$ cat src/rtl/ocs_pkg.sv
// Shared types, constants and the control store of the occupation state counter.
// Depends on nothing; every other file of the block imports it.
package ocs_pkg;

  localparam int unsigned MaxSitesDef = 32;
  localparam int unsigned SiteW       = 6;
  localparam int unsigned DataW       = 64;
  localparam int unsigned TermW       = 2;
  localparam int unsigned PcW         = 4;
  localparam int unsigned ApbAddrW    = 3;
  localparam int unsigned ApbDataW    = 32;

  // Register addresses (word index taken from paddr[2])
  localparam logic RegSiteCount = 1'b0;

  // Input word
  typedef struct packed {
    logic [SiteW-1:0] double_count;
    logic [SiteW-1:0] up_count;
    logic [SiteW-1:0] down_count;
  } ocs_in_t;

  // Result word
  typedef struct packed {
    logic [DataW-1:0] state_count;
    logic             too_few_electrons;
  } ocs_out_t;

  // Datapath operations
  typedef enum logic [3:0] {
    OP_NOP,
    OP_INIT,
    OP_LOAD,
    OP_MUL,
    OP_QUOT,
    OP_NEXTK,
    OP_EMIT,
    OP_EMIT_ZERO,
    OP_EMIT_FLAG
  } ocs_op_e;

  // Jump conditions
  typedef enum logic [3:0] {
    C_NEVER,
    C_ALWAYS,
    C_FEW,
    C_BIG,
    C_RGTN,
    C_IDONE,
    C_DBUSY,
    C_MORE,
    C_END
  } ocs_cond_e;

  typedef struct packed {
    ocs_op_e          op;
    ocs_cond_e        cond;
    logic [PcW-1:0]   target;
  } ocs_word_t;

  // Status from datapath to sequencer
  typedef struct packed {
    logic few;
    logic big;
    logic r_gt_n;
    logic i_done;
    logic div_busy;
    logic more;
  } ocs_stat_t;

  // Program step addresses
  localparam logic [PcW-1:0] P_CHK_FEW = 4'd0;
  localparam logic [PcW-1:0] P_CHK_BIG = 4'd1;
  localparam logic [PcW-1:0] P_LOAD    = 4'd2;
  localparam logic [PcW-1:0] P_TEST    = 4'd3;
  localparam logic [PcW-1:0] P_MUL     = 4'd4;
  localparam logic [PcW-1:0] P_DIV     = 4'd5;
  localparam logic [PcW-1:0] P_STEP    = 4'd6;
  localparam logic [PcW-1:0] P_NEXT    = 4'd7;
  localparam logic [PcW-1:0] P_DONE    = 4'd8;
  localparam logic [PcW-1:0] P_ZERO    = 4'd9;
  localparam logic [PcW-1:0] P_FLAG    = 4'd10;

  // Control store: one word per step
  function automatic ocs_word_t ucode(input logic [PcW-1:0] pc);
    ocs_word_t w;
    w = '{op: OP_NOP, cond: C_END, target: P_CHK_FEW};
    case (pc)
      P_CHK_FEW: w = '{op: OP_NOP,       cond: C_FEW,    target: P_FLAG};
      P_CHK_BIG: w = '{op: OP_INIT,      cond: C_BIG,    target: P_ZERO};
      P_LOAD:    w = '{op: OP_LOAD,      cond: C_RGTN,   target: P_ZERO};
      P_TEST:    w = '{op: OP_NOP,       cond: C_IDONE,  target: P_NEXT};
      P_MUL:     w = '{op: OP_MUL,       cond: C_NEVER,  target: P_CHK_FEW};
      P_DIV:     w = '{op: OP_NOP,       cond: C_DBUSY,  target: P_DIV};
      P_STEP:    w = '{op: OP_QUOT,      cond: C_ALWAYS, target: P_TEST};
      P_NEXT:    w = '{op: OP_NEXTK,     cond: C_MORE,   target: P_LOAD};
      P_DONE:    w = '{op: OP_EMIT,      cond: C_END,    target: P_CHK_FEW};
      P_ZERO:    w = '{op: OP_EMIT_ZERO, cond: C_END,    target: P_CHK_FEW};
      P_FLAG:    w = '{op: OP_EMIT_FLAG, cond: C_END,    target: P_CHK_FEW};
      default:   w = '{op: OP_NOP,       cond: C_END,    target: P_CHK_FEW};
    endcase
    return w;
  endfunction

endpackage

$ cat src/rtl/ocs_div.sv
// Restoring bit-serial divider: wide dividend by a narrow divisor, one quotient bit a cycle.
// Depends on ocs_pkg for default widths.
module ocs_div #(
  parameter int unsigned DataW = ocs_pkg::DataW,
  parameter int unsigned DivW  = ocs_pkg::SiteW
) (
  input  logic             clk_i,
  input  logic             rst_ni,
  input  logic             start_i,
  input  logic [DataW-1:0] dividend_i,
  input  logic [DivW-1:0]  divisor_i,
  output logic             busy_o,
  output logic [DataW-1:0] quot_o
);
  import ocs_pkg::*;

  localparam int unsigned CntW = $clog2(DataW);

  logic             busy_q, busy_d;
  logic [CntW-1:0]  cnt_q, cnt_d;
  logic [DataW-1:0] quo_q, quo_d;
  logic [DivW-1:0]  rem_q, rem_d;
  logic [DivW-1:0]  dvs_q, dvs_d;
  logic [DivW:0]    trial;
  logic             fits;

  // Shift in the next dividend bit and try to subtract
  assign trial = {rem_q, quo_q[DataW-1]};
  assign fits  = trial >= {1'b0, dvs_q};

  always_comb begin
    busy_d = busy_q;
    cnt_d  = cnt_q;
    quo_d  = quo_q;
    rem_d  = rem_q;
    dvs_d  = dvs_q;
    if (start_i) begin
      busy_d = 1'b1;
      cnt_d  = CntW'(DataW - 1);
      quo_d  = dividend_i;
      rem_d  = '0;
      dvs_d  = divisor_i;
    end else if (busy_q) begin
      quo_d = {quo_q[DataW-2:0], fits};
      rem_d = fits ? DivW'(trial - {1'b0, dvs_q}) : trial[DivW-1:0];
      cnt_d = cnt_q - 1'b1;
      if (cnt_q == '0) begin
        busy_d = 1'b0;
      end
    end
  end

  // Hold control under reset; payload needs none
  always_ff @(posedge clk_i or negedge rst_ni) begin
    if (!rst_ni) begin
      busy_q <= 1'b0;
      cnt_q  <= '0;
    end else begin
      busy_q <= busy_d;
      cnt_q  <= cnt_d;
    end
  end

  always_ff @(posedge clk_i) begin
    quo_q <= quo_d;
    rem_q <= rem_d;
    dvs_q <= dvs_d;
  end

  assign busy_o = busy_q;
  assign quot_o = quo_q;

endmodule

$ cat src/rtl/ocs_dpath.sv
// Datapath: accumulator, term selection, factor counter, multiplier and result register.
// Depends on ocs_pkg and ocs_div.
module ocs_dpath #(
  parameter int unsigned MAX_SITES = ocs_pkg::MaxSitesDef
) (
  input  logic                         clk_i,
  input  logic                         rst_ni,
  input  logic                         accept_i,
  input  ocs_pkg::ocs_in_t             cmd_i,
  input  logic [ocs_pkg::SiteW-1:0]    site_count_i,
  input  ocs_pkg::ocs_op_e             op_i,
  output ocs_pkg::ocs_stat_t           stat_o,
  output logic                         res_valid_o,
  output ocs_pkg::ocs_out_t            res_o
);
  import ocs_pkg::*;

  localparam logic [SiteW-1:0] MaxS = SiteW'(MAX_SITES);

  ocs_in_t          cmd_q;
  logic [DataW-1:0] acc_q;
  logic [TermW-1:0] k_q;
  logic [SiteW-1:0] n_q, rr_q, i_q;
  logic             res_valid_q;
  ocs_out_t         res_q;

  logic [SiteW-1:0]       s, n_t, r_t, nr_t, fac;
  logic [DataW+SiteW-1:0] prod;
  logic                   div_start, div_busy;
  logic [DataW-1:0]       div_quot;

  // Saturate the site count
  assign s = (site_count_i > MaxS) ? MaxS : site_count_i;

  // Pick n and r of the current binomial term
  always_comb begin
    case (k_q)
      2'd0: begin
        n_t = s;
        r_t = cmd_q.double_count;
      end
      2'd1: begin
        n_t = s - cmd_q.double_count;
        r_t = cmd_q.up_count - cmd_q.double_count;
      end
      default: begin
        n_t = s - cmd_q.up_count;
        r_t = cmd_q.down_count - cmd_q.double_count;
      end
    endcase
  end
  assign nr_t = n_t - r_t;

  // Next factor of the product and the multiply
  assign fac  = SiteW'(n_q + 1'b1 - i_q);
  assign prod = acc_q * fac;
  assign div_start = (op_i == OP_MUL);

  ocs_div #(
    .DataW(DataW),
    .DivW (SiteW)
  ) u_div (
    .clk_i     (clk_i),
    .rst_ni    (rst_ni),
    .start_i   (div_start),
    .dividend_i(prod[DataW-1:0]),
    .divisor_i (i_q),
    .busy_o    (div_busy),
    .quot_o    (div_quot)
  );

  // Status for jump conditions
  always_comb begin
    stat_o.few      = (cmd_q.up_count < cmd_q.double_count) ||
                      (cmd_q.down_count < cmd_q.double_count);
    stat_o.big      = (cmd_q.double_count > s) || (cmd_q.up_count > s);
    stat_o.r_gt_n   = r_t > n_t;
    stat_o.i_done   = i_q > rr_q;
    stat_o.div_busy = div_busy;
    stat_o.more     = k_q != 2'd2;
  end

  // Capture the command word
  always_ff @(posedge clk_i) begin
    if (accept_i) begin
      cmd_q <= cmd_i;
    end
  end

  // Execute the current operation
  always_ff @(posedge clk_i) begin
    case (op_i)
      OP_INIT: begin
        acc_q <= DataW'(1);
        k_q   <= '0;
      end
      OP_LOAD: begin
        n_q  <= n_t;
        rr_q <= (r_t > nr_t) ? nr_t : r_t;
        i_q  <= SiteW'(1);
      end
      OP_QUOT: begin
        acc_q <= div_quot;
        i_q   <= i_q + 1'b1;
      end
      OP_NEXTK: begin
        k_q <= k_q + 1'b1;
      end
      OP_EMIT: begin
        res_q <= '{state_count: acc_q, too_few_electrons: 1'b0};
      end
      OP_EMIT_ZERO: begin
        res_q <= '{state_count: '0, too_few_electrons: 1'b0};
      end
      OP_EMIT_FLAG: begin
        res_q <= '{state_count: '0, too_few_electrons: 1'b1};
      end
      default: begin
      end
    endcase
  end

  // Strobe the result for one cycle
  always_ff @(posedge clk_i or negedge rst_ni) begin
    if (!rst_ni) begin
      res_valid_q <= 1'b0;
    end else begin
      res_valid_q <= (op_i == OP_EMIT) || (op_i == OP_EMIT_ZERO) ||
                     (op_i == OP_EMIT_FLAG);
    end
  end

  assign res_valid_o = res_valid_q;
  assign res_o       = res_q;

endmodule

$ cat src/rtl/ocs_seq.sv
// Microcode sequencer: step counter, control store lookup and conditional jumps.
// Depends on ocs_pkg.
module ocs_seq (
  input  logic                clk_i,
  input  logic                rst_ni,
  input  logic                accept_i,
  input  ocs_pkg::ocs_stat_t  stat_i,
  output ocs_pkg::ocs_op_e    op_o,
  output logic                busy_o
);
  import ocs_pkg::*;

  logic [PcW-1:0] pc_q, pc_d;
  logic           busy_q, busy_d;
  ocs_word_t      word;
  logic           take;

  assign word = ucode(pc_q);

  // Evaluate the jump condition
  always_comb begin
    case (word.cond)
      C_NEVER:  take = 1'b0;
      C_ALWAYS: take = 1'b1;
      C_FEW:    take = stat_i.few;
      C_BIG:    take = stat_i.big;
      C_RGTN:   take = stat_i.r_gt_n;
      C_IDONE:  take = stat_i.i_done;
      C_DBUSY:  take = stat_i.div_busy;
      C_MORE:   take = stat_i.more;
      default:  take = 1'b0;
    endcase
  end

  // Advance, jump or finish
  always_comb begin
    pc_d   = pc_q;
    busy_d = busy_q;
    if (busy_q) begin
      if (word.cond == C_END) begin
        busy_d = 1'b0;
        pc_d   = P_CHK_FEW;
      end else begin
        pc_d = take ? word.target : pc_q + 1'b1;
      end
    end else if (accept_i) begin
      busy_d = 1'b1;
      pc_d   = P_CHK_FEW;
    end
  end

  always_ff @(posedge clk_i or negedge rst_ni) begin
    if (!rst_ni) begin
      pc_q   <= P_CHK_FEW;
      busy_q <= 1'b0;
    end else begin
      pc_q   <= pc_d;
      busy_q <= busy_d;
    end
  end

  // Drive the datapath only while running
  assign op_o   = busy_q ? word.op : OP_NOP;
  assign busy_o = busy_q;

endmodule

$ cat src/rtl/occupation_state_counter.sv
// Occupation state counter: C(s,d) * C(s-d,u-d) * C(s-u,w-d) by exact multiply-then-divide.
// The product runs over F factors, F = sum of min(r, n-r) over the three terms (at most 48);
// each factor is multiplied into the accumulator and then divided out by the serial divider.
// One word at a time: busy stays high until the result is issued. Reset: asynchronous,
// active low; clears the sequencer, divider control, strobe and site_count (to 0).
// Depends on ocs_pkg, ocs_seq, ocs_dpath and ocs_div.
module occupation_state_counter #(
  parameter int unsigned MAX_SITES = ocs_pkg::MaxSitesDef
) (
  input  logic                          clk_i,
  input  logic                          rst_ni,
  input  logic                          start,
  output logic                          busy,
  input  ocs_pkg::ocs_in_t              cmd_i,
  output logic                          res_valid_o,
  output ocs_pkg::ocs_out_t             res_o,
  input  logic                          psel,
  input  logic                          penable,
  input  logic                          pwrite,
  input  logic [ocs_pkg::ApbAddrW-1:0]  paddr,
  input  logic [ocs_pkg::ApbDataW-1:0]  pwdata,
  output logic [ocs_pkg::ApbDataW-1:0]  prdata,
  output logic                          pready
);
  import ocs_pkg::*;

  logic [SiteW-1:0] site_q;
  logic             accept;
  logic             busy_int;
  ocs_op_e          op;
  ocs_stat_t        stat;

  assign accept = start && !busy_int;
  assign busy   = busy_int;
  assign pready = 1'b1;

  // Write the site count register
  always_ff @(posedge clk_i or negedge rst_ni) begin
    if (!rst_ni) begin
      site_q <= '0;
    end else if (psel && penable && pwrite && pready && (paddr[2] == RegSiteCount)) begin
      site_q <= pwdata[SiteW-1:0];
    end
  end

  // Read back
  assign prdata = (paddr[2] == RegSiteCount) ? ApbDataW'(site_q) : '0;

  ocs_seq u_seq (
    .clk_i   (clk_i),
    .rst_ni  (rst_ni),
    .accept_i(accept),
    .stat_i  (stat),
    .op_o    (op),
    .busy_o  (busy_int)
  );

  ocs_dpath #(
    .MAX_SITES(MAX_SITES)
  ) u_dpath (
    .clk_i       (clk_i),
    .rst_ni      (rst_ni),
    .accept_i    (accept),
    .cmd_i       (cmd_i),
    .site_count_i(site_q),
    .op_i        (op),
    .stat_o      (stat),
    .res_valid_o (res_valid_o),
    .res_o       (res_o)
  );

endmodule

$ cat config.mk
export PLATFORM = sky130hd
export DESIGN_NAME = occupation_state_counter
export DESIGN_NICKNAME = d
export VERILOG_FILES = /design/src/rtl/ocs_pkg.sv /design/src/rtl/ocs_div.sv /design/src/rtl/ocs_dpath.sv /design/src/rtl/ocs_seq.sv /design/src/rtl/occupation_state_counter.sv
export SDC_FILE = /design/constraint.sdc
export NUM_CORES = 1
export LEC_CHECK = 0
export BUFFER_PORTS_ARGS = -buffer_cell sky130_fd_sc_hd__buf_4
export CAP_MARGIN = 5
export CORE_UTILIZATION = 40
export CTS_BUF_LIST = sky130_fd_sc_hd__clkbuf_8
export DETAILED_ROUTE_END_ITERATION = 10
export SYNTH_ARGS = -nofsm -noshare
export SYNTH_HDL_FRONTEND = slang
export SYNTH_SLANG_ARGS = --single-unit
$ cat constraint.sdc
create_clock -name clk_i -period 7.3 [get_ports clk_i]
set_clock_uncertainty 0.2 [all_clocks]
set_input_delay 1.46 -clock clk_i [delete_from_list [all_inputs] [get_ports clk_i]]
set_output_delay 1.46 -clock clk_i [all_outputs]
set_load 0.02 [all_outputs]
# After elaboration in Yosys (flattened, before gate mapping)
# Memory sizes are Yosys's and may differ from the RTL's.
# Cells that the tools add are included.
# op_classes
n_reduce_logical	17
n_mux	26
eq_ne	18
add_sub_neg	12
magnitude_cmp	9
mul	1
bitwise_logic	1
# ops
op	n
one-hot mux 65 bit (3 select lines)	1
two-way mux 64 bit	2
one-hot mux 64 bit (2 select lines)	1
multiplier 64 x 6 -> 64 bit	1
subtractor 6 bit	7
two-way mux 6 bit	6
one-hot mux 6 bit (2 select lines)	3
equality test 4 x 3 -> 1 bit, second input constant	8
greater-than comparator 6 bit	5
two-way mux 4 bit	5
equality test 4 x 2 -> 1 bit, second input constant	4
adder 6 x 1 -> 6 bit, second input constant	2
less-than comparator 6 bit	2
nonzero test 2 bit	5
equality test 4 x 1 -> 1 bit, second input constant	2
equality test 4 bit, second input constant	2
greater-or-equal comparator 7 x 6 -> 1 bit	1
one-hot mux 1 bit (7 select lines)	1
greater-than comparator 6 bit, second input constant	1
zero test 6 bit	1
two-way mux 1 bit	6
subtractor 6 x 1 -> 6 bit, second input constant	1
adder 4 x 1 -> 4 bit, second input constant	1
logical AND 1 bit	4
9 further kinds	12
# word_totals
mem_count	1
romBits	192
out_inout_bits	100
reg_bits	262
# memory_table
memory	words	word_bits	rd	rd_ports_with_merged_regs	write_ports	line_no	text
(name not given)	16	12	1	0	0	ocs_pkg.sv:88	case (pc)

# Longest topological paths before layout
# logic_depth
ltp_word	9
depth_mapped	28
mapped_depth_nobuf	25

# Hierarchy
# A second synthesis with hierarchy kept.
# unflattened
hier_cells	2341
hier_area_um2	24083.1
# modules_own_cells
mod	seq_area_each_um2	area_each_um2	n_inst	cells_per_inst
ocs_dpath	5039.8	19210.9	1	1971
ocs_div	2397.3	3796.1	1	250
ocs_seq	125.1	565.5	1	71
occupation_state_counter	150.1	510.5	1	49

# Worst setup path after synthesis
# Ideal clock, no wire load.
# synth_timing
path_type	register to register
start	reg u_dpath.i_q[1]
end	reg u_dpath.u_div.quo_q[60], in the netlist u_dpath.u_div.quot_o[60], data pin
required_ps	6831
stages_incl_launch_ff	27
arrival_ps	6431
path_buffers	2
path_slack_ps	400
path_cell_list	edfxtp_1 > ha_1 > inv_1 > ha_1 > fa_1 > a21o_1 > a21oi_1 > xnor2_1 > clkbuf_1 > clkbuf_1 > and2_1 > fa_1 > inv_1 > fa_1 > fa_1 > inv_1 > ha_1 > a21oi_1 > o21ai_0 > or3_1 > a211oi_1 > nor4_1 > or3_1 > a211oi_1 > o21ai_0 > xnor2_1 > o21ai_0
# synth_via
elab_chain_cells	3
# synth_lines
element	line_no	text
start: declaration	ocs_dpath.sv:23	logic [SiteW-1:0] n_q, rr_q, i_q;
start signal: assignment	ocs_dpath.sv:100	i_q <= SiteW'(1);
start signal: assignment	ocs_dpath.sv:104	i_q <= i_q + 1'b1;
subtractor 6 bit	ocs_dpath.sv:55	assign fac = SiteW'(n_q + 1'b1 - i_q);
multiplier 64 x 6 -> 64 bit	ocs_dpath.sv:56	assign prod = acc_q * fac;
two-way mux 64 bit	ocs_div.sv:37	if (start_i) begin
named net u_dpath.u_div.quo_d[60]	ocs_div.sv:21	logic [DataW-1:0] quo_q, quo_d;
end signal: assignment	ocs_div.sv:65	quo_q <= quo_d;
end: declaration	ocs_div.sv:21	
# The timed path passes the listed nets, and every way through them passes these cells.
# A chain may end at the register's enable or synchronous reset.

# Worst setup path in the final report
# layout_timing
start	reg u_dpath.i_q[1]
end	reg u_dpath.u_div.quo_q[51], in the netlist u_dpath.u_div.quot_o[51], data pin
# The elaborated chain is that of the path after synthesis.

==> flow_summary.yaml <==
status:
  outcome: "finished, final reports clean"
routing:
  wl_per_cell_um: 16.26
  drt_wl_total_mm: 54.72
  dr_total_vias: 16940
  drtIter0Drc: 828
  viasPerCell: 5.033
  ant_nets: 0
  route.detailed.drc: 0
  firstDrtPassIters: 5
floorplanning:
  rows: 88
  dieArea_um2: 60210
  ios: 159
  fp.dieH_um: 245.4
  start_util_pct: 40.76
  fp.dieW_um: 245.4
  core_um2: 58140
yosys:
  seq_area_frac_synth_pct: 32.55
  synth_fa_ha_area_share_pct: 27.69
  ys_seq_elements: 262
  syn_inst: 2411
  ys.flop_type: "edfxtp_1"
  synth_cell_types: 74
  synth_compound_area_share_pct: 9.854
  synthMuxAreaShare_pct: 0.8291
  synth_top_family_by_area: "adder cells"
  async_flop_share_pct: 7.252
  synth_edf_count: 237
  syn-cell-area_um2: 23690
  synth_xor_xnor_area_share_pct: 3.733
  yosysWarnings: 0
  yosys.area_share.simple_pct: 17.86
  syn_area_per_cell_um2: 9.827
flow_run:
  timing.max_cap.violations: 0
global_route:
  grt_pass1_vias: 18020
  track_usage_pct: 18.93
  grt_pass1_wl_mm: 91.76
  overflow: 0
  antenna_found_initial: 1
  grt_max_degree: 66
timing:
  fmax_mhz: 142.3
  tns_ns: 0
  hold_viol: 0
  grt_setup_unrepaired: "yes"
  final_max_slew_viol_count: 0
  maxSlewHeadroom_pct: 21.95
  finalSetupViolCount: 0
  worst_slew_pin_slew_ns: 1.161
  setup_slack_ns: 0.2749
  period_share_pct: 96.23
  min_period_ns: 7.025
clock_tree:
  postCtsHoldBufs: 0
  cts-root-buf: "clkbuf_8"
  htreeDepth: 2
  cts_made_buffers: 52
  cts_tree: "built"
  clock-sinks: 262
  clk_pin_slew_ns: 0.06
  clk_latency_ns: 0.64
  clockBufferDepth: 3
critical_path:
  cp.arrival_ns: 7.18
  critPathMaxFanout: 19
  crit_type: "register to register"
  worstSetupStartpointType: "register"
  endpoint_kind: "register"
  required_ns: 7.45
final_layout:
  layout.nets: 2995
  syn2layout_area_growth_pct: 13.69
  drive_above_1_share_pct: 12.27
  final_area_um2: 26940
  multi_input_area_um2: 14500
  fillers: 5567
  final-seq-area_um2: 7712
placed_design:
  gp_congestion: 0.8825
  portBuffers: 103
  dpl_cell_area_um2: 25670
  place_ws_ns: 0.01079
  hpwl_mm: 41.05
min_path:
  hp-class: "register to register"
==> flip-flops by register name (all words and copies together) (netlist names) <==
name	flops
u_seq.busy_o	1
u_dpath.u_div.cnt_q	6
u_dpath.n_q	6
u_dpath.cmd_q	18
u_dpath.u_div.rem_q	6
u_dpath.u_div.dvs_q	6
u_dpath.k_q	2
u_dpath.acc_q	64
u_dpath.rr_q	6
u_seq.pc_q	4
u_dpath.res_valid_o	1
u_dpath.i_q	6
u_dpath.u_div.quot_o	64
u_dpath.u_div.busy_o	1
u_dpath.res_o	65
site_q	6
==> cell usage in the layout, fill, tap and decap left out, types with 58 or more instances in the layout <==
cell type / synthesis / routed
nand2_1: 337 / 337
inv_1: 318 / 324
and2_1: 310 / 309
fa_1: 244 / 243
edfxtp_1: 237 / 237
buf_4: 27 / 186
ha_1: 134 / 130
o21ai_0: 112 / 108
a21oi_1: 95 / 91
a21o_1: 61 / 60
xnor2_1: 60 / 58
==> cell type report <==
type	count	area share (%)
Sequential cell	262	28.63
Inverter	319	4.445
Antenna cell	1	0.009289
Tap cell	765	3.553
Timing Repair Buffer	189	5.374
Multi-Input combinational cell	1734	53.82
Clock buffer	54	2.759
Clock inverter	41	1.407
==> worst paths after layout <==
path | endpoint | slack [ns] | depth (start not counted) | from
max | u_dpath.u_div.quot_o[51]$_DFFE_PP_ | 0.27 | 26 | u_dpath.i_q[1]$_SDFFCE_PN0P_
min | u_dpath.u_div.rem_q[5]$_SDFFE_PP0P_ | 0.30 | 2 | u_dpath.u_div.rem_q[5]$_SDFFE_PP0P_
max reg2reg | u_dpath.u_div.quot_o[51]$_DFFE_PP_ | 0.27 | 26 | u_dpath.i_q[1]$_SDFFCE_PN0P_
min reg2reg | u_dpath.u_div.rem_q[5]$_SDFFE_PP0P_ | 0.30 | 2 | u_dpath.u_div.rem_q[5]$_SDFFE_PP0P_
max in group asynchronous | u_dpath.u_div.cnt_q[5]$_DFFE_PN0P_ | 6.17 | 1 | rst_ni
min in group asynchronous | site_q[1]$_DFFE_PN0P_ | 0.50 | 1 | rst_ni
==> Yosys cell counts (all sizes together), types with 7 or more instances <==
library cell,n,area (um^2)
a211oi,11,82.58
a21o,61,457.9
a21oi,96,484.2
a31oi,10,62.56
and2,310,1939
buf,28,206.4
clkbuf,93,360.3
dfrtp,19,475.5
edfxtp,237,7117
fa,244,4885
ha,134,1677
inv,318,1194
mux2,10,116.4
mux2i,8,80.08
nand2,337,1265
nand2b,16,100.1
nand3,21,105.1
nand4,18,112.6
nor2,54,202.7
nor2b,28,175.2
nor3,21,105.1
o21a,16,120.1
o21ai,118,594.3
o21bai,9,67.56
or3,7,48.80
xnor2,60,525.5
xor2,41,359.1
==> stage by stage <==
| step | utilization (%) | cells | hold WS, ns |
|---|---|---|---|
| after floorplan | - | 2436 | 0.2455 |
| after global placement | 44.15 | 3266 | 0.2552 |
| after detailed placement | 44.15 | 3266 | 0.2681 |
| after CTS | 46.09 | 3361 | 0.2997 |
| after global routing | 46.34 | 3365 | 0.3307 |
| final | 46.34 | 3365 | 0.3005 |
==> routing by layer <==
metal / global-route usage, % / part of all wire, %
met5: 0 / 0
met4: 5.882 / 2.6
met3: 2.968 / 4.6
met2: 32.38 / 49
met1: 24.53 / 44
==> worst max-delay path, cell delays in order (launching register included) <==
cell	delay (ns)
edfxtp_1	0.39
ha_1	0.29
inv_1	0.04
ha_2	0.18
fa_2	0.38
a21o_1	0.19
a21oi_2	0.16
xnor2_2	0.10
buf_12	0.16
and2_1	0.17
fa_1	0.54
inv_1	0.06
fa_1	0.51
fa_1	0.56
inv_1	0.05
ha_1	0.32
a21o_1	0.19
a21o_1	0.17
a221o_1	0.36
or3_4	0.41
a311oi_2	0.33
buf_4	0.21
a21oi_2	0.12
a31oi_2	0.18
o21ai_1	0.12
xnor2_1	0.27
o21ai_1	0.09
==> cells by family after synthesis <==
kind of cell               Yosys count
xor gates and xnor gates           101
and+or+nand+nor                    836
DFF                                262
adders and majority gates          378
AOI/OAI and AO/OA                  374
muxes                               18
buffers and inverters              440
other                                2
==> what timing repair did <==
item | CTS | global route
endpoints found under the setup margin | 4 | 24
pin swaps | 0 | 5
buffers inserted | 0 | 3
gates resized for setup | 2 | 21
Power is not shown: default switching activity piles up to over one toggle a cycle in this logic, so the estimate is an artifact.
